### src/design/sssl_pkg.sv
// ----------------------------------------------------------------------------
// sssl_pkg
// Shared types, codes and constants of the sonar scan speed limiter.
// ----------------------------------------------------------------------------
package sssl_pkg;

    localparam int SCAN_POINTS_DEF = 4;

    localparam int ACTION_W = 2;
    localparam int PHASE_W  = 4;
    localparam int DATA_W   = 8;
    localparam int CFG_IDX_W = 3;

    // item actions
    localparam logic [ACTION_W-1:0] ACT_TICK    = 2'd0;
    localparam logic [ACTION_W-1:0] ACT_ENABLE  = 2'd1;
    localparam logic [ACTION_W-1:0] ACT_DISABLE = 2'd2;

    // scan machine phases
    localparam logic [PHASE_W-1:0] PH_IDLE      = 4'd0;
    localparam logic [PHASE_W-1:0] PH_POSITION  = 4'd1;
    localparam logic [PHASE_W-1:0] PH_WAIT_STOP = 4'd2;
    localparam logic [PHASE_W-1:0] PH_PING      = 4'd3;
    localparam logic [PHASE_W-1:0] PH_WAIT_ECHO = 4'd4;
    localparam logic [PHASE_W-1:0] PH_CALC      = 4'd5;
    localparam logic [PHASE_W-1:0] PH_REACT     = 4'd6;
    localparam logic [PHASE_W-1:0] PH_PARK      = 4'd7;
    localparam logic [PHASE_W-1:0] PH_WAIT_PARK = 4'd8;

    // configuration register indexes
    localparam logic [CFG_IDX_W-1:0] CFG_DIST_MIN     = 3'd0;
    localparam logic [CFG_IDX_W-1:0] CFG_DIST_MID     = 3'd1;
    localparam logic [CFG_IDX_W-1:0] CFG_DIST_MAX     = 3'd2;
    localparam logic [CFG_IDX_W-1:0] CFG_SPEED_LOWEST = 3'd3;
    localparam logic [CFG_IDX_W-1:0] CFG_SPEED_LOWER  = 3'd4;
    localparam logic [CFG_IDX_W-1:0] CFG_RANGE_MAX    = 3'd5;

    localparam logic [DATA_W-1:0] RST_DIST_MIN     = 8'd10;
    localparam logic [DATA_W-1:0] RST_DIST_MID     = 8'd20;
    localparam logic [DATA_W-1:0] RST_DIST_MAX     = 8'd40;
    localparam logic [DATA_W-1:0] RST_SPEED_LOWEST = 8'd60;
    localparam logic [DATA_W-1:0] RST_SPEED_LOWER  = 8'd120;
    localparam logic [DATA_W-1:0] RST_RANGE_MAX    = 8'd200;

    // scan angle table, repeats every four points
    function automatic logic [DATA_W-1:0] angle_of(input logic [1:0] sel);
        logic [DATA_W-1:0] ang;
        case (sel)
            2'd0: ang = 8'd90;
            2'd1: ang = 8'd120;
            2'd2: ang = 8'd90;
            2'd3: ang = 8'd60;
            default: ang = 8'd90;
        endcase
        return ang;
    endfunction

    typedef struct packed {
        logic capture;
        logic commit;
        logic scan_init;
        logic scan_step;
        logic scan_commit;
    } dp_cmd_t;

    typedef struct packed {
        logic need_scan;
        logic scan_last;
    } dp_sts_t;

endpackage

### src/design/sonar_scan_speed_limiter_unit.sv
// ----------------------------------------------------------------------------
// sonar_scan_speed_limiter_unit
// Obstacle-scan sequencer with tiered motor speed limit.
//
//   channel  direction  handshake          payload
//   s_       in         s_valid/s_ready    action, servo/echo status, limit
//   m_       out        m_valid/m_ready    servo, ping and speed commands
//   cfg_     in         cfg_wr_en          cfg_index, cfg_data
//
// An ordinary item passes from accept through the execute state to the result
// register; a tick in the calculation phase also runs the nearest search,
// which compares one stored distance per cycle.
// A new item is accepted while an earlier result still waits in the output
// register; a result loads only into an empty register or with m_ready high.
// Synchronous active-low reset restores the register defaults and clears the
// scan state and stored distances at once.
// ----------------------------------------------------------------------------
module sonar_scan_speed_limiter_unit
    import sssl_pkg::*;
#(
    parameter int SCAN_POINTS = SCAN_POINTS_DEF
)
(
    input  logic                 aclk,
    input  logic                 aresetn,
    input  logic                 cfg_wr_en,
    input  logic [CFG_IDX_W-1:0] cfg_index,
    input  logic [DATA_W-1:0]    cfg_data,
    input  logic                 s_valid,
    output logic                 s_ready,
    input  logic [ACTION_W-1:0]  s_action,
    input  logic                 s_servo_settled,
    input  logic                 s_echo_ready,
    input  logic [DATA_W-1:0]    s_echo_distance,
    input  logic [DATA_W-1:0]    s_servo_angle,
    input  logic [DATA_W-1:0]    s_current_limit,
    output logic                 m_valid,
    input  logic                 m_ready,
    output logic                 m_servo_move,
    output logic [DATA_W-1:0]    m_servo_target,
    output logic                 m_ping_request,
    output logic                 m_speed_write,
    output logic [DATA_W-1:0]    m_speed_value,
    output logic                 m_speed_limited,
    output logic [DATA_W-1:0]    m_nearest,
    output logic [PHASE_W-1:0]   m_phase_now
);

    dp_cmd_t cmd;
    dp_sts_t sts;

    sssl_ctrl u_ctrl (
        .aclk    (aclk),
        .aresetn (aresetn),
        .s_valid (s_valid),
        .s_ready (s_ready),
        .m_valid (m_valid),
        .m_ready (m_ready),
        .sts     (sts),
        .cmd     (cmd)
    );

    sssl_dp #(
        .SCAN_POINTS (SCAN_POINTS)
    ) u_dp (
        .aclk            (aclk),
        .aresetn         (aresetn),
        .cfg_wr_en       (cfg_wr_en),
        .cfg_index       (cfg_index),
        .cfg_data        (cfg_data),
        .s_action        (s_action),
        .s_servo_settled (s_servo_settled),
        .s_echo_ready    (s_echo_ready),
        .s_echo_distance (s_echo_distance),
        .s_servo_angle   (s_servo_angle),
        .s_current_limit (s_current_limit),
        .cmd             (cmd),
        .sts             (sts),
        .m_servo_move    (m_servo_move),
        .m_servo_target  (m_servo_target),
        .m_ping_request  (m_ping_request),
        .m_speed_write   (m_speed_write),
        .m_speed_value   (m_speed_value),
        .m_speed_limited (m_speed_limited),
        .m_nearest       (m_nearest),
        .m_phase_now     (m_phase_now)
    );

endmodule

### src/design/sssl_ctrl.sv
// ----------------------------------------------------------------------------
// sssl_ctrl
// Sequencer: accepts an item, runs the nearest search when needed and hands
// the result to the output register.
// ----------------------------------------------------------------------------
module sssl_ctrl
    import sssl_pkg::*;
(
    input  logic    aclk,
    input  logic    aresetn,
    input  logic    s_valid,
    output logic    s_ready,
    output logic    m_valid,
    input  logic    m_ready,
    input  dp_sts_t sts,
    output dp_cmd_t cmd
);

    typedef enum logic [3:0] {
        ST_IDLE = 4'b0001,
        ST_EXEC = 4'b0010,
        ST_SCAN = 4'b0100,
        ST_FIN  = 4'b1000
    } ctrl_state_t;

    ctrl_state_t state_reg, state_next;
    logic        m_valid_reg, m_valid_next;
    logic        out_free;

    assign out_free = !m_valid_reg || m_ready;
    assign s_ready  = (state_reg == ST_IDLE);
    assign m_valid  = m_valid_reg;

    always_comb begin
        state_next      = state_reg;
        cmd             = '0;
        cmd.capture     = s_valid && (state_reg == ST_IDLE);
        case (state_reg)
            ST_IDLE: begin
                if (s_valid) begin
                    state_next = ST_EXEC;
                end
            end
            ST_EXEC: begin
                if (sts.need_scan) begin
                    cmd.scan_init = 1'b1;
                    state_next    = ST_SCAN;
                end else if (out_free) begin
                    cmd.commit = 1'b1;
                    state_next = ST_IDLE;
                end
            end
            ST_SCAN: begin
                cmd.scan_step = 1'b1;
                if (sts.scan_last) begin
                    state_next = ST_FIN;
                end
            end
            ST_FIN: begin
                if (out_free) begin
                    cmd.scan_commit = 1'b1;
                    state_next      = ST_IDLE;
                end
            end
            default: begin
                state_next = ST_IDLE;
            end
        endcase
    end

    always_comb begin
        m_valid_next = m_valid_reg;
        if (cmd.commit || cmd.scan_commit) begin
            m_valid_next = 1'b1;
        end else if (m_ready) begin
            m_valid_next = 1'b0;
        end
    end

    always_ff @(posedge aclk) begin
        if (!aresetn) begin
            state_reg   <= ST_IDLE;
            m_valid_reg <= 1'b0;
        end else begin
            state_reg   <= state_next;
            m_valid_reg <= m_valid_next;
        end
    end

`ifndef SYNTHESIS
    a_single_commit: assert property (@(posedge aclk) disable iff (!aresetn)
        !(cmd.commit && cmd.scan_commit))
        else $error("two result loads in one cycle");

    a_commit_free: assert property (@(posedge aclk) disable iff (!aresetn)
        (cmd.commit || cmd.scan_commit) |-> (!m_valid_reg || m_ready))
        else $error("result loaded over a pending result");

    a_accept_exec: assert property (@(posedge aclk) disable iff (!aresetn)
        (s_valid && s_ready) |=> (state_reg == ST_EXEC))
        else $error("accepted item not executed");

    a_fin_after_scan: assert property (@(posedge aclk) disable iff (!aresetn)
        $rose(state_reg == ST_FIN) |-> $past(state_reg == ST_SCAN && sts.scan_last))
        else $error("search finished early");
`endif

endmodule

### src/design/sssl_dp.sv
// ----------------------------------------------------------------------------
// sssl_dp
// Datapath: configuration, scan machine state, stored distances, nearest
// search and result registers.
// ----------------------------------------------------------------------------
module sssl_dp
    import sssl_pkg::*;
#(
    parameter int SCAN_POINTS = SCAN_POINTS_DEF
)
(
    input  logic                 aclk,
    input  logic                 aresetn,
    input  logic                 cfg_wr_en,
    input  logic [CFG_IDX_W-1:0] cfg_index,
    input  logic [DATA_W-1:0]    cfg_data,
    input  logic [ACTION_W-1:0]  s_action,
    input  logic                 s_servo_settled,
    input  logic                 s_echo_ready,
    input  logic [DATA_W-1:0]    s_echo_distance,
    input  logic [DATA_W-1:0]    s_servo_angle,
    input  logic [DATA_W-1:0]    s_current_limit,
    input  dp_cmd_t              cmd,
    output dp_sts_t              sts,
    output logic                 m_servo_move,
    output logic [DATA_W-1:0]    m_servo_target,
    output logic                 m_ping_request,
    output logic                 m_speed_write,
    output logic [DATA_W-1:0]    m_speed_value,
    output logic                 m_speed_limited,
    output logic [DATA_W-1:0]    m_nearest,
    output logic [PHASE_W-1:0]   m_phase_now
);

    localparam int IDX_W = (SCAN_POINTS > 1) ? $clog2(SCAN_POINTS) : 1;
    localparam logic [IDX_W-1:0] LAST_IDX = IDX_W'(SCAN_POINTS - 1);

    // configuration
    logic [DATA_W-1:0] dist_min_reg, dist_mid_reg, dist_max_reg;
    logic [DATA_W-1:0] speed_lowest_reg, speed_lower_reg, range_max_reg;

    // captured item
    logic [ACTION_W-1:0] act_reg;
    logic                settled_reg, echo_reg;
    logic [DATA_W-1:0]   echo_dist_reg, angle_reg, cur_reg;

    // scan state
    logic [PHASE_W-1:0] phase_reg, phase_next;
    logic [IDX_W-1:0]   scan_index_reg, scan_index_next;
    logic               enabled_reg, enabled_next;
    logic [DATA_W-1:0]  nearest_reg;
    logic [DATA_W-1:0]  dist_reg [SCAN_POINTS];

    // nearest search
    logic [IDX_W-1:0]  scan_cnt_reg;
    logic [DATA_W-1:0] min_reg;
    logic [DATA_W-1:0] dist_rd;

    // step results
    logic              clear_dist, store_dist;
    logic              move_c, ping_c, wr_c, lim_c;
    logic [DATA_W-1:0] target_c, val_c;
    logic [3:0]        idx_ext;

    assign idx_ext = 4'(scan_index_reg);
    assign dist_rd = dist_reg[scan_cnt_reg];

    assign sts.need_scan = (act_reg == ACT_TICK) && (phase_reg == PH_CALC);
    assign sts.scan_last = (scan_cnt_reg == LAST_IDX);

    always_comb begin
        phase_next      = phase_reg;
        scan_index_next = scan_index_reg;
        enabled_next    = enabled_reg;
        clear_dist      = 1'b0;
        store_dist      = 1'b0;
        move_c          = 1'b0;
        target_c        = '0;
        ping_c          = 1'b0;
        wr_c            = 1'b0;
        val_c           = '0;
        lim_c           = 1'b0;
        case (act_reg)
            ACT_ENABLE: begin
                enabled_next = 1'b1;
            end
            ACT_DISABLE: begin
                wr_c            = 1'b1;
                val_c           = cur_reg;
                clear_dist      = 1'b1;
                scan_index_next = '0;
                enabled_next    = 1'b0;
            end
            ACT_TICK: begin
                case (phase_reg)
                    PH_IDLE: begin
                        if (enabled_reg) begin
                            phase_next = PH_POSITION;
                        end else if (angle_reg != angle_of(2'd0)) begin
                            phase_next = PH_PARK;
                        end
                    end
                    PH_POSITION: begin
                        move_c     = 1'b1;
                        target_c   = angle_of(idx_ext[1:0]);
                        phase_next = PH_WAIT_STOP;
                    end
                    PH_WAIT_STOP: begin
                        if (settled_reg) begin
                            phase_next = PH_PING;
                        end
                    end
                    PH_PING: begin
                        ping_c     = 1'b1;
                        phase_next = PH_WAIT_ECHO;
                    end
                    PH_WAIT_ECHO: begin
                        if (echo_reg) begin
                            store_dist = 1'b1;
                            if (scan_index_reg == LAST_IDX) begin
                                scan_index_next = '0;
                            end else begin
                                scan_index_next = scan_index_reg + 1'b1;
                            end
                            phase_next = PH_CALC;
                        end
                    end
                    PH_CALC: begin
                        // handled by the search sequence
                        phase_next = PH_REACT;
                    end
                    PH_REACT: begin
                        if (nearest_reg >= dist_max_reg) begin
                            wr_c  = 1'b1;
                            val_c = cur_reg;
                        end else if (nearest_reg < dist_min_reg && cur_reg != '0) begin
                            wr_c  = 1'b1;
                            lim_c = 1'b1;
                        end else if (nearest_reg < dist_mid_reg &&
                                     cur_reg > speed_lowest_reg) begin
                            wr_c  = 1'b1;
                            val_c = speed_lowest_reg;
                            lim_c = 1'b1;
                        end else if (cur_reg > speed_lower_reg) begin
                            wr_c  = 1'b1;
                            val_c = speed_lower_reg;
                            lim_c = 1'b1;
                        end
                        phase_next = PH_IDLE;
                    end
                    PH_PARK: begin
                        move_c     = 1'b1;
                        target_c   = angle_of(2'd0);
                        phase_next = PH_WAIT_PARK;
                    end
                    PH_WAIT_PARK: begin
                        if (settled_reg) begin
                            phase_next = PH_IDLE;
                        end
                    end
                    default: begin
                        phase_next = PH_IDLE;
                    end
                endcase
            end
            default: begin
                // unused action: no change, no commands
            end
        endcase
    end

    // configuration port
    always_ff @(posedge aclk) begin
        if (!aresetn) begin
            dist_min_reg     <= RST_DIST_MIN;
            dist_mid_reg     <= RST_DIST_MID;
            dist_max_reg     <= RST_DIST_MAX;
            speed_lowest_reg <= RST_SPEED_LOWEST;
            speed_lower_reg  <= RST_SPEED_LOWER;
            range_max_reg    <= RST_RANGE_MAX;
        end else if (cfg_wr_en) begin
            case (cfg_index)
                CFG_DIST_MIN:     dist_min_reg     <= cfg_data;
                CFG_DIST_MID:     dist_mid_reg     <= cfg_data;
                CFG_DIST_MAX:     dist_max_reg     <= cfg_data;
                CFG_SPEED_LOWEST: speed_lowest_reg <= cfg_data;
                CFG_SPEED_LOWER:  speed_lower_reg  <= cfg_data;
                CFG_RANGE_MAX:    range_max_reg    <= cfg_data;
                default: begin
                end
            endcase
        end
    end

    // item capture and search registers, payload only
    always_ff @(posedge aclk) begin
        if (cmd.capture) begin
            act_reg       <= s_action;
            settled_reg   <= s_servo_settled;
            echo_reg      <= s_echo_ready;
            echo_dist_reg <= s_echo_distance;
            angle_reg     <= s_servo_angle;
            cur_reg       <= s_current_limit;
        end
        if (cmd.scan_init) begin
            scan_cnt_reg <= '0;
            min_reg      <= range_max_reg;
        end else if (cmd.scan_step) begin
            if (dist_rd < min_reg) begin
                min_reg <= dist_rd;
            end
            scan_cnt_reg <= sts.scan_last ? '0 : scan_cnt_reg + 1'b1;
        end
    end

    // scan state
    always_ff @(posedge aclk) begin
        if (!aresetn) begin
            phase_reg      <= PH_IDLE;
            scan_index_reg <= '0;
            enabled_reg    <= 1'b0;
            nearest_reg    <= '0;
            for (int i = 0; i < SCAN_POINTS; i++) begin
                dist_reg[i] <= '0;
            end
        end else if (cmd.commit) begin
            phase_reg      <= phase_next;
            scan_index_reg <= scan_index_next;
            enabled_reg    <= enabled_next;
            if (clear_dist) begin
                for (int i = 0; i < SCAN_POINTS; i++) begin
                    dist_reg[i] <= '0;
                end
            end else if (store_dist) begin
                dist_reg[scan_index_reg] <= echo_dist_reg;
            end
        end else if (cmd.scan_commit) begin
            phase_reg   <= PH_REACT;
            nearest_reg <= min_reg;
        end
    end

    // result register
    always_ff @(posedge aclk) begin
        if (cmd.commit) begin
            m_servo_move    <= move_c;
            m_servo_target  <= target_c;
            m_ping_request  <= ping_c;
            m_speed_write   <= wr_c;
            m_speed_value   <= val_c;
            m_speed_limited <= lim_c;
            m_nearest       <= nearest_reg;
            m_phase_now     <= phase_next;
        end else if (cmd.scan_commit) begin
            m_servo_move    <= 1'b0;
            m_servo_target  <= '0;
            m_ping_request  <= 1'b0;
            m_speed_write   <= 1'b0;
            m_speed_value   <= '0;
            m_speed_limited <= 1'b0;
            m_nearest       <= min_reg;
            m_phase_now     <= PH_REACT;
        end
    end

endmodule
### config.mk
export PLATFORM = sky130hd
export DESIGN_NAME = sonar_scan_speed_limiter_unit
export DESIGN_NICKNAME = d
export VERILOG_FILES = /design/src/design/sssl_pkg.sv /design/src/design/sonar_scan_speed_limiter_unit.sv /design/src/design/sssl_ctrl.sv /design/src/design/sssl_dp.sv
export SDC_FILE = /design/constraint.sdc
export NUM_CORES = 1
export LEC_CHECK = 0
export BUFFER_PORTS_ARGS = -buffer_cell sky130_fd_sc_hd__buf_4
export CORE_MARGIN = 2
export CORE_UTILIZATION = 56
export CTS_BUF_LIST = sky130_fd_sc_hd__clkbuf_8
export DETAILED_ROUTE_END_ITERATION = 8
export PLACE_DENSITY = 0.75
export SLEW_MARGIN = 20
export SYNTH_ARGS = -nofsm -noshare
export SYNTH_HDL_FRONTEND = slang
export SYNTH_HIERARCHICAL = 1
export SYNTH_SLANG_ARGS = --single-unit
### constraint.sdc
create_clock -name aclk -period 2.74 [get_ports aclk]
set_clock_uncertainty 0.15 [all_clocks]
set_input_delay 0.548 -clock aclk [delete_from_list [all_inputs] [get_ports aclk]]
set_output_delay 0.548 -clock aclk [all_outputs]
set_load 0.1 [all_outputs]
==> results of run 1 <==
-- layout by cell type, fill, tap and decap left out, types with 24 or more instances in the layout --
cell type | synthesis | layout
nand2_1 | 142 | 140
edfxtp_1 | 97 | 97
buf_4 | 3 | 96
dfxtp_1 | 72 | 72
a21oi_1 | 63 | 63
inv_1 | 61 | 61
ha_1 | 54 | 54
and3_1 | 37 | 37
o21ai_0 | 25 | 25
nor2_1 | 25 | 24
-- critical path: stages (launching register included) --
cell      delay [ns]
edfxtp_1        0.45
ha_1            0.32
and3_1          0.21
a221o_1         0.31
a221o_1         0.42
a31oi_4         0.21
nand3_4         0.16
o221ai_1        0.23
-- power groups by stage --
stage | Sequential, mW | Combinational, mW | Clock [mW]
after CTS | 2.81 | 0.480 | 1.95
after detailed placement | 2.87 | 0.477 | 0
after global routing | 2.82 | 0.518 | 2.05
after floorplan | 2.93 | 0.236 | 0
final | 2.81 | 0.487 | 1.91
after global placement | 2.86 | 0.464 | 0
-- cells by family (layout without fill, tap and decap cells) --
group	after synthesis	in the layout	share of synthesized area (%)
simple gates	280	280	17.4
flops	169	169	53.8
compound gates	147	147	11.3
buf+inv	102	193	5.35
fa+ha+maj	54	54	8.36
mux	18	18	3.59
other cells	1	2	0.0464
xor+xnor	1	1	0.108
-- worst paths after layout --
check | endpoint | from | cells past startpoint | slack [ns]
hold reg to reg | u_dp/dist_min_reg[2]$_SDFFE_PN0P_ | u_dp/dist_min_reg[2]$_SDFFE_PN0P_ | 2 | 0.31
hold / removal | u_dp/angle_reg[1]$_DFFE_PP_ | s_servo_angle[1] | 1 | 0.10
setup / recovery | u_dp/m_speed_value[3]$_SDFFCE_PN0P_ | u_dp/cur_reg[3]$_DFFE_PP_ | 7 | 0.11
setup reg to reg | u_dp/m_speed_value[3]$_SDFFCE_PN0P_ | u_dp/cur_reg[3]$_DFFE_PP_ | 7 | 0.11
-- metal layers --
metal	wire length (um)	vias to the layer above	GRT usage, %
met4	464	0	10.5
met5	0	-	0
met3	1680	35	6.87
met1	7960	2937	33.5
met2	9130	281	41.9
li1	-	2906	-
-- cell type report --
type / instances / area (um2)
timing repair buffer: 99 / 781
tap: 180 / 225
sequential: 169 / 4350
clock buffer: 17 / 234
clock inverter: 15 / 199
fill: 1039 / 4590
multi-input combinational: 502 / 3370
inverter: 62 / 236
-- cell usage after synthesis, drive strengths merged (2+ instances only) --
cell type	instances	share of area (%)
a31oi	5	0.46
mux4	8	2.2
dfxtp	72	18
nor3	9	0.70
nor4bb	2	0.25
inv	62	2.9
clkbuf	27	1.3
nor4	3	0.23
a311oi	3	0.32
o21ai	26	1.6
a21oi	63	3.9
o21a	2	0.19
a21o	2	0.19
mux2	8	1.1
nor3b	7	0.71
a211oi	4	0.37
a21boi	2	0.19
nor2b	10	0.77
o31ai	2	0.19
or3	2	0.15
and3	37	2.9
o2111ai	2	0.22
or2	2	0.15
nand2	142	6.6
nand2b	4	0.40
buf	13	1.2
nand4	5	0.39
edfxtp	97	36
mux2i	2	0.25
ha	54	8.4
o211ai	19	1.8
nor2	26	1.2
and2	5	0.39
o221ai	8	0.87
nor4b	4	0.62
or4b	2	0.34
nand3	14	0.93
a221o	2	0.25
and4	2	0.22
==> flow_summary.html, run 1 <==
<table>
<tr><th>Metric</th><th>Value</th></tr>
<tr><th colspan="2">Clock network</th></tr>
<tr><td>CTS clk-pin slew, worst paths</td><td>about 0.09 ns</td></tr>
<tr><td>Root Buffer</td><td>clkbuf_8</td></tr>
<tr><td>H-tree depth</td><td>4</td></tr>
<tr><td>Post-cts repair resize count</td><td>0</td></tr>
<tr><td>Buffers inserted during post-CTS setup optimization</td><td>0</td></tr>
<tr><td>Cts bufs inserted</td><td>17</td></tr>
<tr><td>Maximum number of buffers from clock root to sink</td><td>2</td></tr>
<tr><td>Sink count of the clock tree</td><td>roughly 170</td></tr>
<tr><td>Hold bufs inserted after CTS</td><td>0</td></tr>
<tr><td>Clock network latency to the later pin of the worst-skew pair</td><td>approximately 0.47 ns</td></tr>
<tr><td>CTS tree</td><td>done</td></tr>
<tr><th colspan="2">Critical path</th></tr>
<tr><td>Critical path start-end classification</td><td>flop to flop</td></tr>
<tr><td>Worst path required time</td><td>around 2.9 ns</td></tr>
<tr><td>Startpoint type of the worst setup path</td><td>flop</td></tr>
<tr><td>Largest fanout on the critical path</td><td>8</td></tr>
<tr><td>Arr. time, crit path</td><td>around 2.8 ns</td></tr>
<tr><td>Critical Path Sink Type</td><td>flop</td></tr>
<tr><th colspan="2">Layout</th></tr>
<tr><td>Final Instance Area</td><td>around 9400 um2</td></tr>
<tr><td>Post-route insts no fill</td><td>~1000</td></tr>
<tr><td>Net count, final</td><td>about 950</td></tr>
<tr><td>Layout cells sized above 1</td><td>19.7%</td></tr>
<tr><td>Number of flip-flops under the largest register name</td><td>32</td></tr>
<tr><td>P&amp;R area growth vs syn</td><td>16.2%</td></tr>
<tr><td>Count of inserted antenna diode cells</td><td>0</td></tr>
<tr><td>Final Util</td><td>between 60% and 70%</td></tr>
<tr><th colspan="2">Yosys</th></tr>
<tr><td>EDFF count, synth</td><td>just under 100</td></tr>
<tr><td>Part of the Yosys area used for sequential elements</td><td>a little over half</td></tr>
<tr><td>Number of distinct library cells after synthesis</td><td>65</td></tr>
<tr><td>Average cell area after synthesis</td><td>about 10 um2</td></tr>
<tr><td>Proportion of synthesized flip-flops having asynchronous set or reset</td><td>0%</td></tr>
<tr><td>Synth Cell Area</td><td>slightly above 8000 um2</td></tr>
<tr><td>Count of warnings emitted by yosys</td><td>6</td></tr>
<tr><td>Number of flip-flops and latches in the synthesized netlist</td><td>approximately 170</td></tr>
<tr><td>Synthesized instance count</td><td>a little under 800</td></tr>
<tr><td>Top FF cell, synth</td><td>edfxtp_1</td></tr>
<tr><th colspan="2">Placement</th></tr>
<tr><td>Worst slack after detailed placement</td><td>approximately 0.10 ns</td></tr>
<tr><td>Instance count after placement with tap cells included</td><td>1012</td></tr>
<tr><td>Instance area after placement</td><td>8930 um2</td></tr>
<tr><td>Buffers added on ports</td><td>75</td></tr>
<tr><td>Final GP Congestion</td><td>just under 1</td></tr>
<tr><td>Detailed Place HPWL</td><td>between 10000 and 15000 um</td></tr>
<tr><th colspan="2">Floorplanning</th></tr>
<tr><td>Core area</td><td>roughly 14000 um2</td></tr>
<tr><td>Die boundary width</td><td>124 um</td></tr>
<tr><td>Die Outline Area</td><td>15400 um2</td></tr>
<tr><td>Initial core utilization</td><td>57.8%</td></tr>
<tr><td>Count of standard-cell rows</td><td>43</td></tr>
<tr><td>Top-level port count</td><td>78</td></tr>
<tr><td>Height of the die</td><td>~120 um</td></tr>
<tr><th colspan="2">STA</th></tr>
<tr><td>Worst Slack Setup Final</td><td>approximately 0.11 ns</td></tr>
<tr><td>Final setup violating endpoints</td><td>0</td></tr>
<tr><td>Max-Slew Margin vs Limit</td><td>47.5%</td></tr>
<tr><td>Count of endpoints failing hold in the final timing report</td><td>0</td></tr>
<tr><td>Setup repair after global routing missed its margin</td><td>yes</td></tr>
<tr><td>Pin slew with the least headroom to its limit</td><td>around 0.78 ns</td></tr>
<tr><td>Min Hold Slack</td><td>0.103 ns</td></tr>
<tr><td>Final-report max-slew violation count</td><td>0</td></tr>
<tr><td>Shortest period the worst path allows</td><td>around 2.6 ns</td></tr>
<tr><td>Maximum operating frequency</td><td>about 380 MHz</td></tr>
<tr><td>Part of the cycle the worst path needs</td><td>between 90% and 100%</td></tr>
<tr><td>Total Negative Setup Slacks</td><td>0 ns</td></tr>
<tr><th colspan="2">Power and ir drop</th></tr>
<tr><td>Power density normalized to cell area</td><td>between 500 and 600 nW/um2</td></tr>
<tr><td>Internal power</td><td>3.92 mW</td></tr>
<tr><td>Switching Fraction</td><td>between 20 and 25%</td></tr>
<tr><td>Max rail drop VDD</td><td>0.449 mV</td></tr>
<tr><td>Leakage dissipation</td><td>roughly 3.7 nW</td></tr>
<tr><td>Post-layout total power</td><td>about 5.2 mW</td></tr>
<tr><td>Proportion of power drawn by the clock network</td><td>between 30% and 40%</td></tr>
<tr><td>Power share of the sequential group</td><td>53.9%</td></tr>
<tr><td>Switching power total</td><td>around 1.3 mW</td></tr>
<tr><td>Power share of the combinational group</td><td>under 10%</td></tr>
<tr><th colspan="2">Routing</th></tr>
<tr><td>Post-DR wirelength/cell</td><td>18.4 um</td></tr>
<tr><td>Initial DRC Count</td><td>between 600 and 700</td></tr>
<tr><td>Total via count after detailed routing</td><td>between 6000 and 7000</td></tr>
<tr><td>1st-pass router iterations</td><td>6</td></tr>
<tr><td>Final antenna-violating net count</td><td>0</td></tr>
<tr><td>Post-Route WL</td><td>between 15000 and 20000 um</td></tr>
<tr><td>Detail-routed via count per cell</td><td>5.90</td></tr>
<tr><td>DRC violations left</td><td>0</td></tr>
<tr><th colspan="2">Status</th></tr>
<tr><td>Run status</td><td>complete, no violations</td></tr>
<tr><th colspan="2">Global route</th></tr>
<tr><td>Initial antenna violation count</td><td>0</td></tr>
<tr><td>Via count of the first global-routing pass</td><td>between 5000 and 6000</td></tr>
<tr><td>Global-route wire length before repair</td><td>slightly below 30000 um</td></tr>
<tr><td>Maximum number of pins on one net before global-route repair</td><td>46</td></tr>
<tr><td>Residual overflow from global routing</td><td>0</td></tr>
<tr><td>Global router's overall resource usage</td><td>a little over a quarter</td></tr>
<tr><th colspan="2">Job</th></tr>
<tr><td>Max_cap viols</td><td>0</td></tr>
<tr><th colspan="2">Worst hold path</th></tr>
<tr><td>Worst min path class</td><td>primary input to flop</td></tr>
</table>
Note: power is estimated with default switching activity, not from simulation.
==> inputs of run 2 (changes only) <==
- BUFFER_PORTS_ARGS: -buffer_cell sky130_fd_sc_hd__buf_4 -> -buffer_cell sky130_fd_sc_hd__buf_2
- CORE_UTILIZATION: 56 -> 54
- CTS_BUF_LIST: sky130_fd_sc_hd__clkbuf_8 -> not set
- PLACE_DENSITY: 0.75 -> 0.73
==> run 2 against run 1 <==
Net effect: worst setup slack worse by 0.062 ns; non-clock buffer count stayed put; sequential share of layout area is 0.24 points lower; sequential cell count stayed put; wire length is 0.98% lower; power is 18% higher; worst hold slack better by 0.033 ns; highest routed layer unchanged.
==> flow_summary.html, run 2 (synthesis gave the netlist of run 1 again) <==
<table>
<tr><th>Metric</th><th>Value</th></tr>
<tr><th colspan="2">Worst hold path</th></tr>
<tr><td>Worst min path class</td><td>primary input to flop</td></tr>
<tr><th colspan="2">Critical path</th></tr>
<tr><td>Startpoint type of the worst setup path</td><td>flop</td></tr>
<tr><td>Critical path start-end classification</td><td>flop to flop</td></tr>
<tr><td>Critical Path Sink Type</td><td>flop</td></tr>
<tr><td>Worst path required time</td><td>between 2 and 3 ns</td></tr>
<tr><td>Arr. time, crit path</td><td>between 2 and 3 ns</td></tr>
<tr><td>Largest fanout on the critical path</td><td>4</td></tr>
<tr><th colspan="2">Floorplanning</th></tr>
<tr><td>Die Outline Area</td><td>approximately 16000 um2</td></tr>
<tr><td>Count of standard-cell rows</td><td>44</td></tr>
<tr><td>Top-level port count</td><td>a little under 80</td></tr>
<tr><td>Initial core utilization</td><td>55.4%</td></tr>
<tr><td>Core area</td><td>14600 um2</td></tr>
<tr><td>Die boundary width</td><td>between 100 and 150 um</td></tr>
<tr><td>Height of the die</td><td>roughly 130 um</td></tr>
<tr><th colspan="2">Clock network</th></tr>
<tr><td>CTS clk-pin slew, worst paths</td><td>roughly 0.07 ns</td></tr>
<tr><td>Hold bufs inserted after CTS</td><td>0</td></tr>
<tr><td>Root Buffer</td><td>clkbuf_16</td></tr>
<tr><td>CTS tree</td><td>done</td></tr>
<tr><td>Cts bufs inserted</td><td>17</td></tr>
<tr><td>H-tree depth</td><td>4</td></tr>
<tr><td>Sink count of the clock tree</td><td>about 170</td></tr>
<tr><td>Clock network latency to the later pin of the worst-skew pair</td><td>between 0.4 and 0.5 ns</td></tr>
<tr><td>Buffers inserted during post-CTS setup optimization</td><td>0</td></tr>
<tr><td>Maximum number of buffers from clock root to sink</td><td>2</td></tr>
<tr><th colspan="2">STA</th></tr>
<tr><td>Final-report max-slew violation count</td><td>0</td></tr>
<tr><td>Shortest period the worst path allows</td><td>between 2 and 3 ns</td></tr>
<tr><td>Final setup violating endpoints</td><td>0</td></tr>
<tr><td>Setup repair after global routing missed its margin</td><td>no</td></tr>
<tr><td>Part of the cycle the worst path needs</td><td>between 90% and 100%</td></tr>
<tr><td>Maximum operating frequency</td><td>around 370 MHz</td></tr>
<tr><td>Total Negative Setup Slacks</td><td>0 ns</td></tr>
<tr><td>Count of endpoints failing hold in the final timing report</td><td>0</td></tr>
<tr><td>Pin slew with the least headroom to its limit</td><td>just over 0.7 ns</td></tr>
<tr><td>Max-Slew Margin vs Limit</td><td>between 50% and 60%</td></tr>
<tr><th colspan="2">Global route</th></tr>
<tr><td>Global-route wire length before repair</td><td>roughly 30000 um</td></tr>
<tr><td>Initial antenna violation count</td><td>0</td></tr>
<tr><td>Residual overflow from global routing</td><td>0</td></tr>
<tr><td>Maximum number of pins on one net before global-route repair</td><td>46</td></tr>
<tr><td>Via count of the first global-routing pass</td><td>slightly above 6000</td></tr>
<tr><td>Global router's overall resource usage</td><td>24.2%</td></tr>
<tr><th colspan="2">Power and ir drop</th></tr>
<tr><td>Leakage dissipation</td><td>between 3 and 4 nW</td></tr>
<tr><td>Power density normalized to cell area</td><td>between 600 and 700 nW/um2</td></tr>
<tr><td>Post-layout total power</td><td>between 6 and 7 mW</td></tr>
<tr><td>Max rail drop VDD</td><td>0.467 mV</td></tr>
<tr><th colspan="2">Layout</th></tr>
<tr><td>Top library cells by usage in the layout, fill and taps aside</td><td>nand2_1, edfxtp_1, buf_2</td></tr>
<tr><td>Final Instance Area</td><td>9450 um2</td></tr>
<tr><td>P&amp;R area growth vs syn</td><td>16.9%</td></tr>
<tr><td>Leading cell type in the layout, fill and taps excluded</td><td>nand2_1</td></tr>
<tr><td>Layout cells sized above 1</td><td>roughly 20%</td></tr>
<tr><td>Number of flip-flops under the largest register name</td><td>32</td></tr>
<tr><td>Net count, final</td><td>roughly 950</td></tr>
<tr><td>Count of inserted antenna diode cells</td><td>0</td></tr>
<tr><th colspan="2">Routing</th></tr>
<tr><td>Post-DR wirelength/cell</td><td>18.2 um</td></tr>
<tr><td>1st-pass router iterations</td><td>5</td></tr>
<tr><td>Top Layer Used</td><td>met4</td></tr>
<tr><td>Metal2 WL</td><td>between 9000 and 10000 um</td></tr>
<tr><td>Total via count after detailed routing</td><td>between 6000 and 7000</td></tr>
<tr><td>Met1 Wirelength</td><td>about 8200 um</td></tr>
<tr><td>Amount of wire on met3 after detailed routing</td><td>1200 um</td></tr>
<tr><td>DRC violations left</td><td>0</td></tr>
<tr><td>Initial DRC Count</td><td>~540</td></tr>
<tr><td>Final antenna-violating net count</td><td>0</td></tr>
<tr><td>Detail-routed via count per cell</td><td>5.88</td></tr>
<tr><td>Post-Route WL</td><td>19000 um</td></tr>
<tr><th colspan="2">Job</th></tr>
<tr><td>Max_cap viols</td><td>0</td></tr>
<tr><th colspan="2">Status</th></tr>
<tr><td>Run status</td><td>complete, no violations</td></tr>
<tr><th colspan="2">Placement</th></tr>
<tr><td>Instance area after placement</td><td>roughly 8700 um2</td></tr>
<tr><td>Final GP Congestion</td><td>0.877</td></tr>
<tr><td>Detailed Place HPWL</td><td>~14000 um</td></tr>
<tr><td>Buffers added on ports</td><td>75</td></tr>
</table>
[run 2: routing by layer]
layer,global-route usage (%),vias to the layer above
met5,0,-
met4,9.76,0
met3,4.85,45
met2,39.1,242
met1,32.2,2962
li1,-,2910
[run 2: metrics by stage]
stage / setup WS (ns) / hold slack (ns) / std cells / util [%]
5_1_grt: 0.00463 / 0.125 / 1048 / 64.8
3_5_place_dp: 0.0204 / 0.303 / 1016 / 59.8
4_1_cts: 0.00332 / 0.126 / 1048 / 64.7
6_report: 0.0511 / 0.135 / 1048 / 64.8
2_1_floorplan: 0.00527 / 0.282 / 773 / -
3_3_place_gp: 0.103 / 0.292 / 1016 / 59.8
[run 2: power by group]
group / internal, mW / total (mW) / leakage, nW / switching, mW
clock network: 1.82 / 2.85 / 0.344 / 1.03
registers: 2.77 / 2.81 / 1.49 / 0.0428
logic: 0.129 / 0.454 / 1.94 / 0.326
[run 2: worst paths after layout]
kind              slack [ns]  cells after the start                              start                                 to
hold reg to reg         0.31                      2  u_dp/dist_max_reg[1]$_SDFFE_PN0P_  u_dp/dist_max_reg[1]$_SDFFE_PN0P_
hold / removal          0.14                      1                        s_action[0]          u_dp/act_reg[0]$_DFFE_PP_
setup / recovery        0.05                      7          u_dp/cur_reg[2]$_DFFE_PP_   u_dp/m_speed_write$_SDFFCE_PN0P_
setup reg to reg        0.05                      7          u_dp/cur_reg[2]$_DFFE_PP_   u_dp/m_speed_write$_SDFFCE_PN0P_
[run 2: final cells by class]
cell class	count	area, um2
multi-input cells	502	3360
fillers	1083	5140
repair buffers	99	568
clock buffers	17	425
well taps	184	230
flip-flops and latches	169	4360
clock inverters	15	280
inverters	62	236
[run 2: timing repair]
action,4_1_cts,5_1_grt
hold endpoints to repair,0,0
endpoints found under the setup margin,0,32
gates resized for setup,0,6
[run 2: worst max-delay path: stages, from the launching register on]
cell and delay (ns):
edfxtp_1 0.47, ha_1 0.33, a21o_1 0.16, a221o_1 0.35
a221o_1 0.40, a31oi_2 0.26, nor2b_1 0.22, a31oi_1 0.10
==> inputs of run 3 (changes only) <==
- CELL_PAD_IN_SITES_DETAIL_PLACEMENT: not set -> 1
- CELL_PAD_IN_SITES_GLOBAL_PLACEMENT: not set -> 2
- CORE_UTILIZATION: 54 -> 35
- PLACE_DENSITY: 0.73 -> 0.72
==> run 3 against run 2 <==
Net effect: fmax increased by 2.0%; global-route usage decreased by 5.6 points; power decreased by 5.0%; worst setup slack improved by 0.052 ns; sequential cell count unchanged; clock power decreased by 11%; non-clock buffer count increased by 6; via count decreased by 3.5%; wire length increased by 13%; critical endpoint unchanged.
==> flow_summary.html, run 3 (synthesis gave the netlist of run 1 again) <==
<table>
<tr><th>Metric</th><th>Value</th></tr>
<tr><th colspan="2">Global route</th></tr>
<tr><td>Maximum number of pins on one net before global-route repair</td><td>46</td></tr>
<tr><td>Global-route wire length before repair</td><td>about 35000 um</td></tr>
<tr><td>Residual overflow from global routing</td><td>0</td></tr>
<tr><td>Initial antenna violation count</td><td>0</td></tr>
<tr><td>Via count of the first global-routing pass</td><td>between 6000 and 7000</td></tr>
<tr><td>Global router's overall resource usage</td><td>18.6%</td></tr>
<tr><th colspan="2">Clock network</th></tr>
<tr><td>Clock network latency to the later pin of the worst-skew pair</td><td>about 0.43 ns</td></tr>
<tr><td>Post-cts repair resize count</td><td>0</td></tr>
<tr><td>H-tree depth</td><td>4</td></tr>
<tr><td>Hold bufs inserted after CTS</td><td>0</td></tr>
<tr><td>CTS tree</td><td>done</td></tr>
<tr><td>Root Buffer</td><td>clkbuf_16</td></tr>
<tr><td>Sink count of the clock tree</td><td>between 150 and 200</td></tr>
<tr><td>Buffers inserted during post-CTS setup optimization</td><td>0</td></tr>
<tr><td>CTS clk-pin slew, worst paths</td><td>about 0.07 ns</td></tr>
<tr><td>Maximum number of buffers from clock root to sink</td><td>2</td></tr>
<tr><td>Cts bufs inserted</td><td>17</td></tr>
<tr><th colspan="2">STA</th></tr>
<tr><td>Final-report max-slew violation count</td><td>0</td></tr>
<tr><td>Maximum operating frequency</td><td>roughly 380 MHz</td></tr>
<tr><td>Max-Slew Margin vs Limit</td><td>approximately 54%</td></tr>
<tr><td>Final setup violating endpoints</td><td>0</td></tr>
<tr><td>Count of endpoints failing hold in the final timing report</td><td>0</td></tr>
<tr><td>Worst Slack Setup Final</td><td>roughly 0.10 ns</td></tr>
<tr><td>Pin slew with the least headroom to its limit</td><td>approximately 0.68 ns</td></tr>
<tr><td>Shortest period the worst path allows</td><td>between 2 and 3 ns</td></tr>
<tr><td>Part of the cycle the worst path needs</td><td>approximately 96%</td></tr>
<tr><th colspan="2">Floorplanning</th></tr>
<tr><td>Initial core utilization</td><td>35.7%</td></tr>
<tr><td>Count of standard-cell rows</td><td>55</td></tr>
<tr><td>Die boundary width</td><td>between 150 and 200 um</td></tr>
<tr><td>Core area</td><td>22600 um2</td></tr>
<tr><td>Die Outline Area</td><td>24300 um2</td></tr>
<tr><td>Top-level port count</td><td>78</td></tr>
<tr><td>Height of the die</td><td>156 um</td></tr>
<tr><th colspan="2">Routing</th></tr>
<tr><td>1st-pass router iterations</td><td>4</td></tr>
<tr><td>Final antenna-violating net count</td><td>0</td></tr>
<tr><td>Total via count after detailed routing</td><td>slightly below 6000</td></tr>
<tr><td>Initial DRC Count</td><td>between 200 and 250</td></tr>
<tr><td>Post-Route WL</td><td>between 20000 and 25000 um</td></tr>
<tr><td>Post-DR wirelength/cell</td><td>18.6 um</td></tr>
<tr><td>Detail-routed via count per cell</td><td>around 5.1</td></tr>
<tr><td>DRC violations left</td><td>0</td></tr>
<tr><th colspan="2">Layout</th></tr>
<tr><td>Final Util</td><td>between 40% and 50%</td></tr>
<tr><td>Top library cells by usage in the layout, fill and taps aside</td><td>nand2_1, edfxtp_1, buf_2</td></tr>
<tr><td>Number of flip-flops under the largest register name</td><td>32</td></tr>
<tr><td>Net count, final</td><td>955</td></tr>
<tr><td>Leading cell type in the layout, fill and taps excluded</td><td>nand2_1</td></tr>
<tr><td>Layout cells sized above 1</td><td>20.8%</td></tr>
<tr><td>Count of inserted antenna diode cells</td><td>0</td></tr>
<tr><td>Fill cell instance count of the final layout</td><td>~2500</td></tr>
<tr><td>P&amp;R area growth vs syn</td><td>18.3%</td></tr>
<tr><th colspan="2">Placement</th></tr>
<tr><td>Final GP Congestion</td><td>between 0.7 and 0.8</td></tr>
<tr><td>Worst slack after detailed placement</td><td>just over 0.05 ns</td></tr>
<tr><td>Detailed Place HPWL</td><td>about 16000 um</td></tr>
<tr><td>Buffers added on ports</td><td>75</td></tr>
<tr><th colspan="2">Power and ir drop</th></tr>
<tr><td>Leakage dissipation</td><td>around 3.8 nW</td></tr>
<tr><td>Max rail drop VDD</td><td>approximately 0.36 mV</td></tr>
<tr><td>Power density normalized to cell area</td><td>between 600 and 700 nW/um2</td></tr>
<tr><th colspan="2">Job</th></tr>
<tr><td>Max_cap viols</td><td>0</td></tr>
<tr><th colspan="2">Critical path</th></tr>
<tr><td>Startpoint type of the worst setup path</td><td>flop</td></tr>
<tr><td>Critical path start-end classification</td><td>flop to flop</td></tr>
<tr><td>Worst path required time</td><td>2.76 ns</td></tr>
<tr><td>Largest incremental delay on the critical path</td><td>around 0.46 ns</td></tr>
<tr><td>Largest fanout on the critical path</td><td>4</td></tr>
<tr><td>Library cell appearing most often on the critical path</td><td>a221o_1</td></tr>
<tr><td>Critical Path Sink Type</td><td>flop</td></tr>
<tr><td>Slowest cell on crit path</td><td>edfxtp_1</td></tr>
<tr><td>Reg2Reg Setup Slack</td><td>approximately 0.10 ns</td></tr>
<tr><td>Arr. time, crit path</td><td>~2.7 ns</td></tr>
<tr><td>Cells along the critical path</td><td>ha_1 -&gt; a21o_1 -&gt; a221o_1 -&gt; a221o_1 -&gt; a31oi_4 -&gt; nor2b_2 -&gt; a31oi_1</td></tr>
<tr><th colspan="2">Status</th></tr>
<tr><td>Run status</td><td>complete, no violations</td></tr>
<tr><th colspan="2">Worst hold path</th></tr>
<tr><td>Worst min path class</td><td>primary input to flop</td></tr>
</table>
[run 3: worst paths after layout]
check	from	cells after the start	endpoint
max reg2reg	u_dp/cur_reg[2]$_DFFE_PP_	7	u_dp/m_speed_write$_SDFFCE_PN0P_
max	u_dp/cur_reg[2]$_DFFE_PP_	7	u_dp/m_speed_write$_SDFFCE_PN0P_
min	s_echo_distance[3]	1	u_dp/echo_dist_reg[3]$_DFFE_PP_
min reg2reg	u_dp/dist_max_reg[1]$_SDFFE_PN0P_	2	u_dp/dist_max_reg[1]$_SDFFE_PN0P_
[run 3: worst max-delay path: cells and delay by family, from the launching register on]
kind | cells | cell delay, ns
and+or+nand+nor | 1 | 0.21
adders and majority gates | 1 | 0.33
DFF | 1 | 0.46
AOI/OAI and AO/OA | 5 | 1.23
[run 3: cell type report]
cell class	count	area (um2)	area share (%)
inverter	62	236	2.47
sequential	169	4360	45.5
timing repair buffer	105	626	6.54
clock buffer	17	425	4.45
tap	285	357	3.73
clock inverter	15	186	1.95
multi-input combinational	502	3380	35.3
[run 3: power by group]
group | switching [mW] | total, mW | internal, mW
Clock | 1.14 | 2.54 | 1.40
Sequential | 0.0454 | 2.81 | 2.77
Combinational | 0.326 | 0.458 | 0.132
[run 3: layer usage]
metal / global-route usage [%] / vias to the layer above / share of wire [%]
met5: 0 / - / 0
met4: 6.07 / 0 / 1.8
met3: 3.19 / 29 / 2.7
met2: 32.7 / 92 / 51
met1: 23.2 / 2900 / 45
li1: - / 2924 / -
[run 3: per-stage QoR]
| stage | instance area, um2 | cells | power, mW | TNS, ns | hold WS, ns |
|---|---|---|---|---|---|
| 2_1_floorplan | 8130 | 773 | 3.17 | 0 | 0.282 |
| 3_3_place_gp | 8910 | 1123 | 3.31 | 0 | 0.292 |
| 3_5_place_dp | 8910 | 1123 | 3.33 | 0 | 0.300 |
| 4_1_cts | 9520 | 1155 | 5.88 | 0 | 0.113 |
| 5_1_grt | 9570 | 1155 | 6.02 | -0.000575 | 0.110 |
| 6_report | 9570 | 1155 | 5.81 | 0 | 0.136 |
